`config.mk`:
```
export PLATFORM = sky130hd
export DESIGN_NAME = tptu_queue
export DESIGN_NICKNAME = d
export VERILOG_FILES = /design/src/tptu_pkg.sv /design/src/tptu_queue.sv
export SDC_FILE = /design/constraint.sdc
export NUM_CORES = 1
export LEC_CHECK = 0
export BUFFER_PORTS_ARGS = -buffer_cell sky130_fd_sc_hd__buf_4
export CORE_MARGIN = 3
export CORE_UTILIZATION = 49
export CTS_BUF_LIST = sky130_fd_sc_hd__clkbuf_4
export CTS_CLUSTER_DIAMETER = 150
export DETAILED_ROUTE_END_ITERATION = 7
export GPL_TIMING_DRIVEN = 0
export PLACE_DENSITY_LB_ADDON = 0.3
export SYNTH_ARGS = -nofsm -noshare
export SYNTH_HDL_FRONTEND = slang
export SYNTH_SLANG_ARGS = --single-unit
```
`constraint.sdc`:
```
create_clock -name clk -period 5.25 [get_ports clk]
set_input_delay 0.525 -clock clk [delete_from_list [all_inputs] [get_ports clk]]
set_output_delay 0.525 -clock clk [all_outputs]
set_load 0.1 [all_outputs]
```
`src/tptu_pkg.sv`:
```
// shared types and constants for the page translation unit
package tptu_pkg;

  localparam int TlbEntries  = 16;
  localparam int PageCount   = 256;
  localparam int FrameCount  = 64;
  localparam int OffsetWidth = 8;
  localparam int VaWidth     = 16;
  localparam int PaWidth     = 14;
  localparam int PageWidth   = 8;
  localparam int FrameWidth  = 6;
  localparam int TlbIdxWidth = 4;
  localparam int CountWidth  = 32;
  localparam int QueueDepth  = 2;

  localparam logic POLICY_FIFO = 1'b0;
  localparam logic POLICY_LRU  = 1'b1;

  // one classified request passed from the front to the back
  typedef struct packed {
    logic [PageWidth-1:0]   page;
    logic [OffsetWidth-1:0] offset;
    logic                   hit;
    logic [FrameWidth-1:0]  frame;
  } tptu_req_t;

  // one result item
  typedef struct packed {
    logic [PaWidth-1:0]    phys_addr;
    logic                  tlb_hit;
    logic                  page_fault;
    logic [PageWidth-1:0]  load_page;
    logic                  victim_valid;
    logic [PageWidth-1:0]  victim_page;
    logic [CountWidth-1:0] translation_count;
    logic [CountWidth-1:0] tlb_hit_count;
    logic [CountWidth-1:0] page_fault_count;
  } tptu_res_t;

  // tlb update sent from the back to the front
  typedef struct packed {
    logic                 fill;
    logic [PageWidth-1:0] fill_page;
    logic [FrameWidth-1:0] fill_frame;
    logic                 inval;
    logic [PageWidth-1:0] inval_page;
  } tptu_tlb_upd_t;

endpackage

```
`src/tptu_queue.sv`:
```
// short request queue between front and back
module tptu_queue (
  input  logic                clk,
  input  logic                rst_n,
  input  logic                wr_valid,
  output logic                wr_ready,
  input  tptu_pkg::tptu_req_t wr_data,
  output logic                rd_valid,
  input  logic                rd_ready,
  output tptu_pkg::tptu_req_t rd_data
);
  localparam int AW = $clog2(tptu_pkg::QueueDepth);
  tptu_pkg::tptu_req_t mem_r [tptu_pkg::QueueDepth];
  logic [AW-1:0] wp_r, rp_r;
  logic [AW:0]   cnt_r;
  logic wr, rd;

  assign wr_ready = cnt_r != AW'(0) + (AW+1)'(tptu_pkg::QueueDepth);
  assign rd_valid = cnt_r != '0;
  assign rd_data  = mem_r[rp_r];
  assign wr = wr_valid && wr_ready;
  assign rd = rd_valid && rd_ready;

  // pointers and storage
  always_ff @(posedge clk) begin
    if (!rst_n) begin
      wp_r <= '0; rp_r <= '0; cnt_r <= '0;
    end else begin
      if (wr) begin
        mem_r[wp_r] <= wr_data;
        wp_r <= wp_r + 1'b1;
      end
      if (rd) rp_r <= rp_r + 1'b1;
      cnt_r <= cnt_r + (AW+1)'(wr) - (AW+1)'(rd);
    end
  end

`ifndef SYNTHESIS
  a_cnt: assert property (@(posedge clk) disable iff (!rst_n)
    cnt_r <= (AW+1)'(tptu_pkg::QueueDepth)) else $error("queue overflow");
`endif
endmodule

```
==> results.sh <==
export IMPL_synth_top_area_frac=0.725
export IMPL_p_int_mw=0.754
export IMPL_synth_edf_count=46
export IMPL_synth_area_per_cell_um2=19.8
export IMPL_hold_buffers=0
export IMPL_power_density_nw_per_um2=551
export IMPL_cts_root_buf="clkbuf_4"
export IMPL_critPathCaptureType="output pin"
export IMPL_netlist_area_um2=1910
export IMPL_seq_power_share=0.373
export IMPL_synthArstFlopShare=0
export IMPL_finalWorstSetupSlack_ns=3.11
export IMPL_finalCritPeriodShare=0.407
export IMPL_power_switching_mw=0.600
export IMPL_max_freq_mhz=468
export IMPL_reg2regPathDepth=3
export IMPL_wirelength_um=3080
export IMPL_ys_flop_type="edfxtp_1"
export IMPL_combPwrFrac=0.471
export IMPL_dieArea_um2=4670
export IMPL_grt_max_degree=24
export IMPL_skew_ns=0.00880
export IMPL_drt_pass1_iterations=3
export IMPL_finalMaxSlewViolations=0
export IMPL_vias_per_cell=4.81
export IMPL_place_ws_ns=3.19
export IMPL_cp_arrival_ns=1.61
export IMPL_status="finished clean"
export IMPL_finalHoldViolations=0
export IMPL_nets=184
export IMPL_antenna_found_initial=0
export IMPL_drt_iter0_markers=57
export IMPL_final_antenna_net_count=0
export IMPL_seq_area_frac_synth=0.777
export IMPL_ctsHtreeMaxLevel=2
export IMPL_drive_gt1_frac=0.564
export IMPL_drc=0
export IMPL_leakage_nw=0.929
export IMPL_p_sw_frac=0.443
export IMPL_tritoncts="yes"
export IMPL_dp_hpwl_um=2220
export IMPL_max_slew_margin=0.273
export IMPL_critical_path_max_fanout=10
export IMPL_place_congestion=0.656
export IMPL_post_cts_resized=0
export IMPL_cts_buffers_inserted=5
export IMPL_timing_rr_start="cnt_r[0]$_SDFF_PN0_"
export IMPL_routedWlPerCell_um=15.1
export IMPL_postCtsSetupRepairBufs=0
export IMPL_path_class="flip-flop to output pin"
export IMPL_worst_r2r_setup_slack_ns=3.28
export IMPL_worstPathRequired_ns=4.72
export IMPL_synth_cell_types=19
export IMPL_setup_tns_ns=0
export IMPL_cts_clk_slew_worst_paths_ns=0.13
export IMPL_num_rows=22
export IMPL_num_fill_cells=296
export IMPL_core_um2=3720
export IMPL_area_growth_pct=28.8
export IMPL_clock_latency_ns=0.35
export IMPL_grt_pass1_wl_um=4770
export IMPL_num_io_pins=52
export IMPL_ir_drop_v=0.000409
export IMPL_synthCells=96
export IMPL_die_h_um=68.4
export IMPL_critPathLaunchType="flip-flop"
export IMPL_synth_most_common_cell="edfxtp_1"
export IMPL_hold_class="input pin to flip-flop"
export IMPL_dieWidth_um=68.4
export IMPL_grt_usage=0.147
export IMPL_cp_endpoint="rd_data[6]"
export IMPL_grt_pass1_vias=1054
export IMPL_synth_nets=125
export IMPL_synthTopCellsByCount="edfxtp_1, mux2_2, dfxtp_1"
export IMPL_synthTopCellsByArea="edfxtp_1, mux2_2, dfxtp_1"
export IMPL_yosys_area_top_type="edfxtp_1"
export IMPL_clkSinkCount=51
export IMPL_worst_pin_slew_ns=1.09
export IMPL_p_clk_frac=0.156
export IMPL_vias=982
export IMPL_initial_core_util=0.513
export IMPL_yosysWarnings=0
export IMPL_cap_violations=0
export IMPL_setup_viol=0
export IMPL_r2r_end="mem_r[1][14]$_DFFE_PP_"
export IMPL_antenna_cells=0
export IMPL_rsz0062_at_grt="false"
export IMPL_numPortBuffers=51
export IMPL_timing_final_crit_period_ns=2.14
export IMPL_ys_seq_elements=51
export IMPL_overflow=0
export IMPL_cts_buffer_depth=2
worst min-delay path by stage:
stage	start	end	slack, ns	cells past startpoint
after floorplan	wp_r$_SDFFE_PN0P_	wp_r$_SDFFE_PN0P_	0.47	1
after global placement	wp_r$_SDFFE_PN0P_	wp_r$_SDFFE_PN0P_	0.48	1
after detailed placement	wp_r$_SDFFE_PN0P_	wp_r$_SDFFE_PN0P_	0.51	2
after CTS	wr_data[9]	mem_r[0][9]$_DFFE_PP_	0.33	1
after global routing	wr_data[9]	mem_r[1][9]$_DFFE_PP_	0.30	1
final	wr_data[17]	mem_r[1][17]$_DFFE_PP_	0.34	1
layout make-up:
type,instances,area (um^2),share of cell area
Timing Repair Buffer,52,410,0.167
Tap cell,48,60.1,0.0245
Multi-Input combinational cell,41,397,0.162
Inverter,2,7.51,0.00306
Clock inverter,3,38.8,0.0158
Buffer,2,22.5,0.00917
Clock buffer,5,37.5,0.0153
Sequential cell,51,1480,0.603
logic make-up (layout without fill, tap and decap cells):
family / after synthesis / in the layout / synth area share
flops: 51 / 51 / 0.777
xor+xnor: 3 / 3 / 0.0138
buf+inv: 4 / 64 / 0.0158
compound gates: 2 / 2 / 0.00788
mux: 23 / 23 / 0.138
fa+ha+maj: 2 / 2 / 0.0131
simple gates: 11 / 11 / 0.0341
critical path: stages (launching register included):
cell,delay [ns]
dfxtp_1,0.48
buf_6,0.20
mux2_2,0.35
buf_4,0.23
state kept, by name, summed over array words and instances (netlist names), named ones only:
name and cells:
rp_r 1, mem_r 46, wp_r 1, cnt_r 2
metal layers:
layer	GRT usage	vias up	share of wire
li1	-	480	-
met1	0.159	471	0.40
met2	0.261	26	0.54
met3	0.0394	5	0.045
met4	0.0744	0	0.016
met5	0	-	0
cells in the final DEF, fill, tap and decap left out, drive strengths merged:
| cell | n |
|---|---|
| or2 | 1 |
| and3 | 1 |
| o22ai | 1 |
| mux2 | 23 |
| buf | 54 |
| ha | 2 |
| nor2 | 1 |
| nand2 | 1 |
| bufinv | 1 |
| inv | 2 |
| nand3 | 1 |
| clkbuf | 5 |
| dfxtp | 5 |
| nand2b | 1 |
| xnor2 | 3 |
| clkinv | 2 |
| and2 | 3 |
| o21a | 1 |
| nor2b | 2 |
| edfxtp | 46 |
stage by stage:
stage / cell area [um^2] / utilization / power, mW / instances / hold slack [ns]
finish: 2450 / 0.661 / 1.35 / 204 / 0.345
detailed placement: 2380 / 0.640 / 1.16 / 196 / 0.506
CTS: 2450 / 0.661 / 1.37 / 204 / 0.327
floorplan: 1910 / - / 1.03 / 96 / 0.467
global route: 2450 / 0.661 / 1.41 / 204 / 0.304
global placement: 2350 / 0.632 / 1.14 / 195 / 0.480
power by group through the flow:
| stage | registers, mW | logic, mW | clock network, mW |
|---|---|---|---|
| 5_1_grt | 0.509 | 0.665 | 0.236 |
| 4_1_cts | 0.506 | 0.645 | 0.218 |
| 2_1_floorplan | 0.509 | 0.518 | 0 |
| 6_report | 0.505 | 0.638 | 0.211 |
| 3_5_place_dp | 0.515 | 0.643 | 0 |
| 3_3_place_gp | 0.513 | 0.626 | 0 |
No activity file was read; power rests on OpenSTA's default activity.
