--- config.mk ---
export PLATFORM = sky130hd
export DESIGN_NAME = tptu_front
export DESIGN_NICKNAME = d
export VERILOG_FILES = /design/src/tptu_pkg.sv /design/src/tptu_front.sv
export SDC_FILE = /design/constraint.sdc
export NUM_CORES = 1
export LEC_CHECK = 0
export BUFFER_PORTS_ARGS = -buffer_cell sky130_fd_sc_hd__buf_2
export CAP_MARGIN = 15
export CORE_ASPECT_RATIO = 1.5
export CORE_MARGIN = 2
export CORE_UTILIZATION = 55
export CTS_BUF_LIST = sky130_fd_sc_hd__clkbuf_8
export CTS_CLUSTER_SIZE = 20
export DETAILED_ROUTE_END_ITERATION = 10
export MAX_ROUTING_LAYER = met4
export PLACE_DENSITY_LB_ADDON = 0.05
export SLEW_MARGIN = 20
export SYNTH_ARGS = -nofsm -noshare
export SYNTH_HDL_FRONTEND = slang
export SYNTH_SLANG_ARGS = --single-unit
--- constraint.sdc ---
create_clock -name clk -period 3.15 [get_ports clk]
set_input_delay 0.63 -clock clk [delete_from_list [all_inputs] [get_ports clk]]
set_output_delay 0.63 -clock clk [all_outputs]
set_load 0.05 [all_outputs]
--- src/tptu_pkg.sv ---
// shared types and constants for the page translation unit
package tptu_pkg;

  localparam int TlbEntries  = 16;
  localparam int PageCount   = 256;
  localparam int FrameCount  = 64;
  localparam int OffsetWidth = 8;
  localparam int VaWidth     = 16;
  localparam int PaWidth     = 14;
  localparam int PageWidth   = 8;
  localparam int FrameWidth  = 6;
  localparam int TlbIdxWidth = 4;
  localparam int CountWidth  = 32;
  localparam int QueueDepth  = 2;

  localparam logic POLICY_FIFO = 1'b0;
  localparam logic POLICY_LRU  = 1'b1;

  // one classified request passed from the front to the back
  typedef struct packed {
    logic [PageWidth-1:0]   page;
    logic [OffsetWidth-1:0] offset;
    logic                   hit;
    logic [FrameWidth-1:0]  frame;
  } tptu_req_t;

  // one result item
  typedef struct packed {
    logic [PaWidth-1:0]    phys_addr;
    logic                  tlb_hit;
    logic                  page_fault;
    logic [PageWidth-1:0]  load_page;
    logic                  victim_valid;
    logic [PageWidth-1:0]  victim_page;
    logic [CountWidth-1:0] translation_count;
    logic [CountWidth-1:0] tlb_hit_count;
    logic [CountWidth-1:0] page_fault_count;
  } tptu_res_t;

  // tlb update sent from the back to the front
  typedef struct packed {
    logic                 fill;
    logic [PageWidth-1:0] fill_page;
    logic [FrameWidth-1:0] fill_frame;
    logic                 inval;
    logic [PageWidth-1:0] inval_page;
  } tptu_tlb_upd_t;

endpackage

--- src/tptu_front.sv ---
// front: tlb lookup and classification of each request
module tptu_front (
  input  logic                          clk,
  input  logic                          rst_n,
  input  logic                          in_valid,
  output logic                          in_ready,
  input  logic [tptu_pkg::VaWidth-1:0]  in_virtual_address,
  output logic                          q_valid,
  output tptu_pkg::tptu_req_t           q_req,
  input  logic                          q_ready,
  input  tptu_pkg::tptu_tlb_upd_t       upd
);

  logic [tptu_pkg::PageWidth-1:0]  tag_r [tptu_pkg::TlbEntries];
  logic [tptu_pkg::FrameWidth-1:0] frm_r [tptu_pkg::TlbEntries];
  logic [tptu_pkg::TlbEntries-1:0] vld_r;
  logic [tptu_pkg::TlbIdxWidth-1:0] fill_ptr_r;
  // after a tlb miss: busy until the back refills the tlb
  logic busy_r;
  logic [tptu_pkg::PageWidth-1:0] page;
  logic hit;
  logic [tptu_pkg::FrameWidth-1:0] hfrm;
  logic acc;

  assign page = in_virtual_address[tptu_pkg::VaWidth-1:tptu_pkg::OffsetWidth];
  assign in_ready = !busy_r && q_ready;
  assign acc = in_valid && in_ready;

  // associative match, lowest entry wins
  always_comb begin
    hit  = 1'b0;
    hfrm = '0;
    for (int i = tptu_pkg::TlbEntries - 1; i >= 0; i--) begin
      if (vld_r[i] && tag_r[i] == page) begin
        hit  = 1'b1;
        hfrm = frm_r[i];
      end
    end
  end

  assign q_valid       = acc;
  assign q_req.page    = page;
  assign q_req.offset  = in_virtual_address[tptu_pkg::OffsetWidth-1:0];
  assign q_req.hit     = hit;
  assign q_req.frame   = hfrm;

  // tlb storage and busy flag
  always_ff @(posedge clk) begin
    if (!rst_n) begin
      vld_r      <= '0;
      fill_ptr_r <= '0;
      busy_r     <= 1'b0;
    end else begin
      if (acc && !hit) busy_r <= 1'b1;
      if (upd.fill) busy_r <= 1'b0;
      if (upd.inval) begin
        for (int i = 0; i < tptu_pkg::TlbEntries; i++) begin
          if (tag_r[i] == upd.inval_page) vld_r[i] <= 1'b0;
        end
      end
      if (upd.fill) begin
        tag_r[fill_ptr_r] <= upd.fill_page;
        frm_r[fill_ptr_r] <= upd.fill_frame;
        vld_r[fill_ptr_r] <= 1'b1;
        fill_ptr_r        <= fill_ptr_r + 1'b1;
      end
    end
  end

`ifndef SYNTHESIS
  a_no_acc_busy: assert property (@(posedge clk) disable iff (!rst_n)
    busy_r |-> !in_ready) else $error("accept while miss pending");
  a_fill_clears: assert property (@(posedge clk) disable iff (!rst_n)
    upd.fill |=> !busy_r) else $error("busy not cleared by fill");
  a_miss_sets: assert property (@(posedge clk) disable iff (!rst_n)
    (acc && !hit && !upd.fill) |=> busy_r) else $error("miss did not block");
`endif

endmodule

==> run_results.csv <==
group,metric,value,unit
outcome,status,"complete, but fails checks",
outcome,violations,"setup timing",
placement,placed_cell_area,12920,µm²
route,drt-initial-drc-count,580,
clocking,cts.sinks,245,
global_route,grt.overflow.total,0,
clocking,h-tree-depth,2,
yosys,synth_edf_count,224,
yosys,async_flop_share,0,%
clocking,clk_latency,0.53,ns
cells_and_area,layout-drive-gt1-share,28.95,%
clocking,cts_tree,"done",
cells_and_area,final_cell_mix,"edfxtp_1 (224), xor2_1 (128), xnor2_1 (118), buf_4 (117), clkbuf_8 (48)",
floorplanning,fp.dieW,123.0,µm
route,num_vias,7894,
timing,setup_ws,-0.4681,ns
cells_and_area,layout_commonest_cell,"edfxtp_1",
timing,rsz0062_at_grt,"true",
yosys,ys_seq_area_share,61.14,%
yosys,synth_top_area_cell,"edfxtp_1",
yosys,ys_seq_elements,245,
placement,hpwl,21.42,mm
cells_and_area,final_nets,1099,
clocking,cts.clk_slew.worst_paths,0.06,ns
pwr,power,6806,µW
yosys,synth_nets,942,
route,drc,0,
route,antenna_left,0,
route,routed_via_density,5.852,
clocking,cts_buffers,38,
timing,maxSlewHeadroom,50.93,%
placement,gp_congestion,0.8878,
pwr,vdd_drop_max,0.3935,mV
placement,port_buffers,52,
cells_and_area,insertedDiodeCount,0,
yosys,synth_top_family_by_area,"XOR/XNOR gates",
clocking,root_buffer,"clkbuf_8",
floorplanning,dieArea,22460,µm²
cells_and_area,synthToLayoutAreaGrowth,22.43,%
floorplanning,start_util,55.71,%
yosys,synthXorXnorAreaFrac,19.40,%
global_route,antenna_found_initial,0,
worst_setup_path,path_max_fanout,5,
timing,finalSetupViolCount,6,
worst_setup_path,cp.arrival,2.99,ns
yosys,synth.avg_cell_area,13.08,µm²
worst_setup_path,cp-start-kind,"flop",
worst_setup_path,cp.required,2.52,ns
job,cap_violations,0,
yosys,synth_area_leaders,"edfxtp_1 (58%), xnor2_1 (9.7%), xor2_1 (9.7%)",
placement,post-place-ws,-0.6566,ns
floorplanning,die_h,182.6,µm
global_route,grt_pass1_wl,47.56,mm
yosys,synth-simple-area-share,10.38,%
cells_and_area,fill_cells,1488,
timing,hold_viol,0,
yosys,syn_inst,894,
worst_setup_path,endpoint_kind,"output port",
global_route,grt_use_total,29.90,%
pwr,powerDensity,475.5,nW/µm²
timing,clock_skew,0.02285,ns
yosys,netlist_area,11690,µm²
worst_setup_path,worstSetupPathType,"reg -> out",
yosys,synthMuxAreaShare,0.08563,%
floorplanning,rows,65,
route,drt-pass1-iter-count,5,
floorplanning,io_pins,69,
timing,slew_violations,0,
yosys,yosys.cell_types.count,47,
clocking,clock_path_buffers,3,
min_path,hp-class,"reg -> reg",
yosys,synth_top_cell_area_share,57.54,%
timing,fin_tns_setup,-2.374,ns
route,wire_per_inst,23.92,µm
cells_and_area,fin_area,14310,µm²
cells_and_area,fin_util,68.21,%
route,wirelength,32.26,mm
yosys,synth_fa_ha_area_share,0.4281,%
timing,fin_crit,3.618,ns
clocking,ctsHoldBuffers,0,
yosys,yosys_warnings,0,
timing,fin_crit_sh,114.9,%
floorplanning,coreArea,20980,µm²
timing,max_freq,0.2764,GHz
timing,worst_pin_slew,0.7360,ns
pwr,p_leak,0.005122,µW
yosys,synth_compound_area_share,5.277,%
global_route,grt_pass1_vias,8284,
yosys,ys.flop_type,"edfxtp_1",
global_route,grt_max_degree,19,
[timing repair]
item | in CTS | in global routing
cloned | 0 | 0
resized for setup | 62 | 32
pin swaps | 27 | 32
setup endpoints to repair | 7 | 8
endpoints found under the hold margin | 0 | 0
buffers inserted | 14 | 13
[state kept, by name, indices dropped and copies added (netlist names)]
signal and cells:
fill_ptr_r 4, tag_r 128, frm_r 96, busy_r 1, vld_r 16
[layout make-up]
class / count / area, µm² / share of cell area [%]
Sequential cell: 245 / 7147 / 49.93
Multi-Input combinational cell: 578 / 4597 / 32.12
Clock buffer: 48 / 660.6 / 4.616
Inverter: 9 / 33.78 / 0.2360
Tap cell: 268 / 335.3 / 2.343
Timing Repair Buffer: 179 / 1424 / 9.948
Clock inverter: 22 / 115.1 / 0.8043
[where the power goes]
group          total [µW]  leakage, µW  internal [µW]  switching (µW)
clock                2670     0.000453           1460            1210
sequential           3590      0.00219           3570            18.9
combinational         545      0.00248            200             345
total                6810      0.00512           5230            1580
[synth_stat cells (5+ instances only)]
cell type and n:
a221oi_1 10, or3_1 8, nor2_1 41, nor4_1 23, edfxtp_1 224, a21o_1 5, xor2_1 129, nand2_1 30
buf_2 13, o221ai_1 9, nand4_1 36, o21ai_0 13, buf_1 5, a21oi_1 11, nand3_1 27, inv_1 9
nor3_1 40, clkbuf_1 22, dfxtp_1 21, buf_4 17, buf_6 5, xnor2_1 130, a31o_2 16
[metrics by stage]
stage	hold slack, ns	cells
2_1_floorplan	0.4576	894
3_3_place_gp	0.4705	1252
3_5_place_dp	0.4759	1252
4_1_cts	0.4894	1336
5_1_grt	0.5056	1349
6_report	0.4834	1349
[layer usage]
layer / share of wire [%] / vias up / track usage, %
li1: - / 3567 / -
met1: 39 / 3959 / 34.20
met2: 52 / 264 / 51.51
met3: 3.7 / 104 / 4.031
met4: 4.6 / 0 / 13.82
met5: 0 / - / -
[worst max-delay path, stage by stage, from the launching register on]
cell and delay [ns]:
edfxtp_1 0.41, xnor2_1 0.16, nand2_1 0.09, or4_4 0.55, and2_4 0.18, nor2b_1 0.12
or4_1 0.40, a211o_1 0.32, nand2_4 0.08, buf_8 0.14
[cell families after synthesis]
| kind of cell | count (synthesis) |
|---|---|
| AO/OA/AOI/OAI | 82 |
| adder cells (fa/ha/maj) | 4 |
| buffers and inverters | 71 |
| flip-flops | 245 |
| multiplexers | 1 |
| XOR/XNOR | 259 |
| AND/OR/NAND/NOR | 232 |
[worst paths after layout]
path / start / endpoint / slack (ns) / cells after the start
worst max-delay path: tag_r[8][7] / q_req[0] / -0.47 / 9
worst min-delay path: busy_r / busy_r / 0.48 / 2
worst max register to register: tag_r[10][0] / busy_r / 0.14 / 19
worst min register to register: busy_r / busy_r / 0.48 / 2
Power figures use the tool's default switching activity.
